**src/rtl/correlating_predictor_with_btb_defines.svh**
```systemverilog
// Assertion macros used by the predictor top level
`ifndef CORRELATING_PREDICTOR_WITH_BTB_DEFINES_SVH
`define CORRELATING_PREDICTOR_WITH_BTB_DEFINES_SVH

// checked outside reset only
`define CPB_ASSERT(label, prop, msg) \
    label: assert property (@(posedge i_clk) disable iff (!i_rst_n) prop) else $error(msg);

// checked on every edge, reset included
`define CPB_ASSERT_ALWAYS(label, prop, msg) \
    label: assert property (@(posedge i_clk) prop) else $error(msg);

`endif

```
**src/rtl/cpb_fwd_ram.sv**
```systemverilog
// Single-write, registered-read memory with same-edge write forwarding
module cpb_fwd_ram #(
    parameter int unsigned WIDTH = 2,
    parameter int unsigned DEPTH = 1024,
    localparam int unsigned AW = (DEPTH > 1) ? $clog2(DEPTH) : 1
) (
    input  logic             i_clk,
    input  logic             i_rst_n,
    input  logic             i_rd_en,
    input  logic [AW-1:0]    i_rd_addr,
    input  logic             i_wr_en,
    input  logic [AW-1:0]    i_wr_addr,
    input  logic [WIDTH-1:0] i_wr_data,
    output logic [WIDTH-1:0] o_rd_data
);

    logic [WIDTH-1:0] r_mem [DEPTH];
    logic [WIDTH-1:0] r_rd;
    logic [WIDTH-1:0] r_fwd_data;
    logic             r_fwd;

    always_ff @(posedge i_clk) begin
        if (i_wr_en) begin
            r_mem[i_wr_addr] <= i_wr_data;
        end
    end

    always_ff @(posedge i_clk) begin
        if (i_rd_en) begin
            r_rd       <= r_mem[i_rd_addr];
            r_fwd_data <= i_wr_data;
        end
    end

    // read racing a write to the same entry sees the old word: take the new one
    always_ff @(posedge i_clk) begin
        if (!i_rst_n) begin
            r_fwd <= 1'b0;
        end else if (i_rd_en) begin
            r_fwd <= i_wr_en && (i_wr_addr == i_rd_addr);
        end
    end

    assign o_rd_data = r_fwd ? r_fwd_data : r_rd;

endmodule

```
**config.mk**
```make
export PLATFORM = sky130hd
export DESIGN_NAME = cpb_fwd_ram
export DESIGN_NICKNAME = d
export VERILOG_FILES = /design/src/rtl/correlating_predictor_with_btb_defines.svh /design/src/rtl/cpb_fwd_ram.sv
export SDC_FILE = /design/constraint.sdc
export NUM_CORES = 2
export LEC_CHECK = 0
export BUFFER_PORTS_ARGS = -buffer_cell sky130_fd_sc_hd__buf_2
export CAP_MARGIN = 15
export CORE_UTILIZATION = 61
export DETAILED_ROUTE_END_ITERATION = 12
export PLACE_DENSITY_LB_ADDON = 0.05
export SYNTH_ARGS = -nofsm -noshare
export SYNTH_HDL_FRONTEND = slang
export SYNTH_SLANG_ARGS = --single-unit
```
**constraint.sdc**
```tcl
create_clock -name i_clk -period 8.1 [get_ports i_clk]
set_clock_uncertainty 0.15 [all_clocks]
set_input_delay 0.405 -clock i_clk [delete_from_list [all_inputs] [get_ports i_clk]]
set_output_delay 0.405 -clock i_clk [all_outputs]
set_load 0.02 [all_outputs]
```
==> out/summary.txt <==
Outcome = complete, no violations
Largest net degree at the start of global routing = 231
Worst Tran Pin Value = 1.25 ns
RSZ-0062 raised after global routing = false
Total Routing Usage GR = 33.0%
# setup viols final = 0
Max Cap Viol = 0
Maximum clock path buffer count = 3
Reg-to-Reg Start = r_mem[430][1]
Die height = 373 µm
Worst setup path class = in2reg
Async set-reset flop share out of synthesis = 0%
Flops & latches, synth = 2053
Hold EP = r_mem[771][1]
CP Launch Type = input port
Antenna violations before repair = 9
Num ports = 28
Cts bufs inserted = 202
GRT overflow = 0
Max rail drop VDD = 0.205 mV
CP peak stage delay = 0.87 ns
Num rows = 135
Via count = 46500
Slew HR = 16.7%
Antenna Nets Post-Route = 0
Area of the core = 136000 µm²
Sinks on Clock Net = 2053
Main synth FF type = edfxtp_1
Setup WS pre-CTS = 3.19 ns
Most common cell after layout, fill and taps aside = edfxtp_1
Total Wirelength = 228000 µm
Worst Setup End Kind = flip-flop
1st-pass router iterations = 6
Worst-skew pair later-pin latency = 0.84 ns
Post-Syn Area per Cell = 17.5 µm²
Fill count = 9019
Die area = 139000 µm²
Tot Pwr = 21.9 mW
Worst path slowest cell = a211oi_1
Hold path cells = 3
Htree depth = 4
CTS Root Cell = clkbuf_16
EDFF count, synth = 2052
R2R Setup Slk = 4.76 ns
HP Start = i_wr_addr[0]
PortBufs = 27
Share of layout cells above drive strength 1 = 19.1%
Tmin final = 4.11 ns
Placed cell areas = 85700 µm²
F_max = 243 MHz
Initial drt markers = 7433
PwrDens = 236 nW/µm²
Mapped Area = 83900 µm²
First-pass GRT wire length = 325000 µm
Synthesized net count = 4822
Number of remaining DRC errors = 0
CP max FO = 30
Critical Path AT = 4.64 ns
Initial Util = 61.7%
Synth unique cells = 60
Type of the tightest min-delay check = in2reg
Max Slew Vio Count = 0
Setup TNS = 0 ns
Most frequent cells in the layout = edfxtp_1 (2052), nor2_1 (1043), mux4_2 (456), mux2i_1 (212), clkbuf_16 (208)
Clk slew on worst S/H paths = 0.06 ns
Critical Path RT = 8.63 ns
DP HPWL = 120000 µm
Via count of the first global-routing pass = 45700
Final Cell Area = 92500 µm²
Pleak = 28.1 nW
GP Congestion = 0.829
Critical Path, Cell by Cell = buf_6, buf_4, and2_1, buf_4, a22oi_1, a21oi_1, nor3_1, a211oi_1, a22oi_1, nand3_1
Synth warnings = 0
P&R area growth vs syn = 10.2%
Die W = 373 µm
# nets final = 4784
Post-CTS Setup Inserts = 0
Final Cycle Share = 50.8%
CTS tree = done
Gate Count Post-Synth = 4796
Wire length per cell = 34.0 µm
R2R depth = 9
Via density = 6.93
Post-synthesis sequential area ratio = 73.4%
Post-CTS sizing = 0
Final hold violations = 0
FF-to-FF End = r_rd[1]
Setup ws final = 3.99 ns
## power by group
group | internal, mW | total (mW) | switching, mW
sequential | 11.7 | 11.7 | 0.00441
clock | 5.12 | 9.03 | 3.91
combinational | 0.368 | 1.12 | 0.755
total | 17.2 | 21.9 | 4.67
## layer usage
metal	share of wire [%]	track usage [%]	vias up
met1	39	48.8	24400
met4	2.9	10.5	14
met3	11	6.66	404
li1	-	-	18800
met2	47	50.1	2814
met5	0.036	0	-
## worst max path at each step
stage,from,endpoint,slack (ns),depth (start not counted)
after floorplan,i_rd_addr[0],r_rd[1],5.13,11
after global placement,i_rd_addr[2],r_rd[1],3.21,10
after detailed placement,i_rd_addr[0],r_rd[1],3.19,10
after CTS,i_rd_addr[0],r_rd[1],4.02,10
after global routing,i_rd_addr[0],r_rd[1],3.89,10
final,i_rd_addr[2],r_rd[1],3.99,10
## worst max-delay path: cells and delay by family
kind,cells,cell delay [ns]
buf+inv,3,1.30
simple gates,3,1.20
compound gates,4,1.67
## cells by family after synthesis
logic type,count (synthesis),share of synthesized area (%)
buf+inv,403,2.44
xor+xnor,10,0.104
mux,678,14.9
simple gates,1315,6.25
compound gates,337,2.86
flops,2053,73.4
## final cells by class
class | instances | area (µm²) | share of cell area, %
antenna | 1 | 2.50 | 0.00271
clock buffer | 255 | 5430 | 5.87
clock inverter | 108 | 867 | 0.938
inverter | 7 | 31.3 | 0.0338
multi-input combinational | 2340 | 20600 | 22.3
sequential | 2053 | 61600 | 66.7
tap | 1781 | 2230 | 2.41
timing repair buffer | 154 | 1640 | 1.78
## flip-flops by register name, summed over array words and instances (netlist names)
register	count
r_fwd_data	2
r_fwd	1
r_rd	2
r_mem	2048
## repair_timing
action	in CTS	in global routing
endpoints found under the setup margin	0	0
hold endpoints to repair	129	0
hold buffers	6	0
## through the flow
stage,hold slack [ns],cells,util [%]
2_1_floorplan,0.327,4796,-
6_report,0.0563,6699,68.0
5_1_grt,0.0514,6698,68.0
3_5_place_dp,0.371,6313,63.0
3_3_place_gp,0.341,6308,62.9
4_1_cts,0.00203,6682,67.7
## cells in the mapped netlist, types with 9 or more instances
library cell  instances  share of area [%]
a22o_1                9              0.094
a211oi_1             11              0.098
nor3_1               46               0.27
mux2_2               10               0.13
nor4_1                9              0.067
buf_6                50               0.67
a22oi_1              30               0.27
nor2b_1              12              0.089
nor2_1             1048                4.7
nand3_1              43               0.26
buf_1                78               0.35
nand2_1             109               0.49
edfxtp_1           2052                 73
clkbuf_1            205               0.92
o22ai_1              52               0.39
mux4_2              456                 12
o221ai_1             85               0.89
o21ai_0              31               0.18
buf_4                17               0.15
mux2i_1             212                2.5
buf_2                43               0.26
a21oi_1              64               0.38
a221oi_1             11               0.11
(Power assumes the default switching activity.)
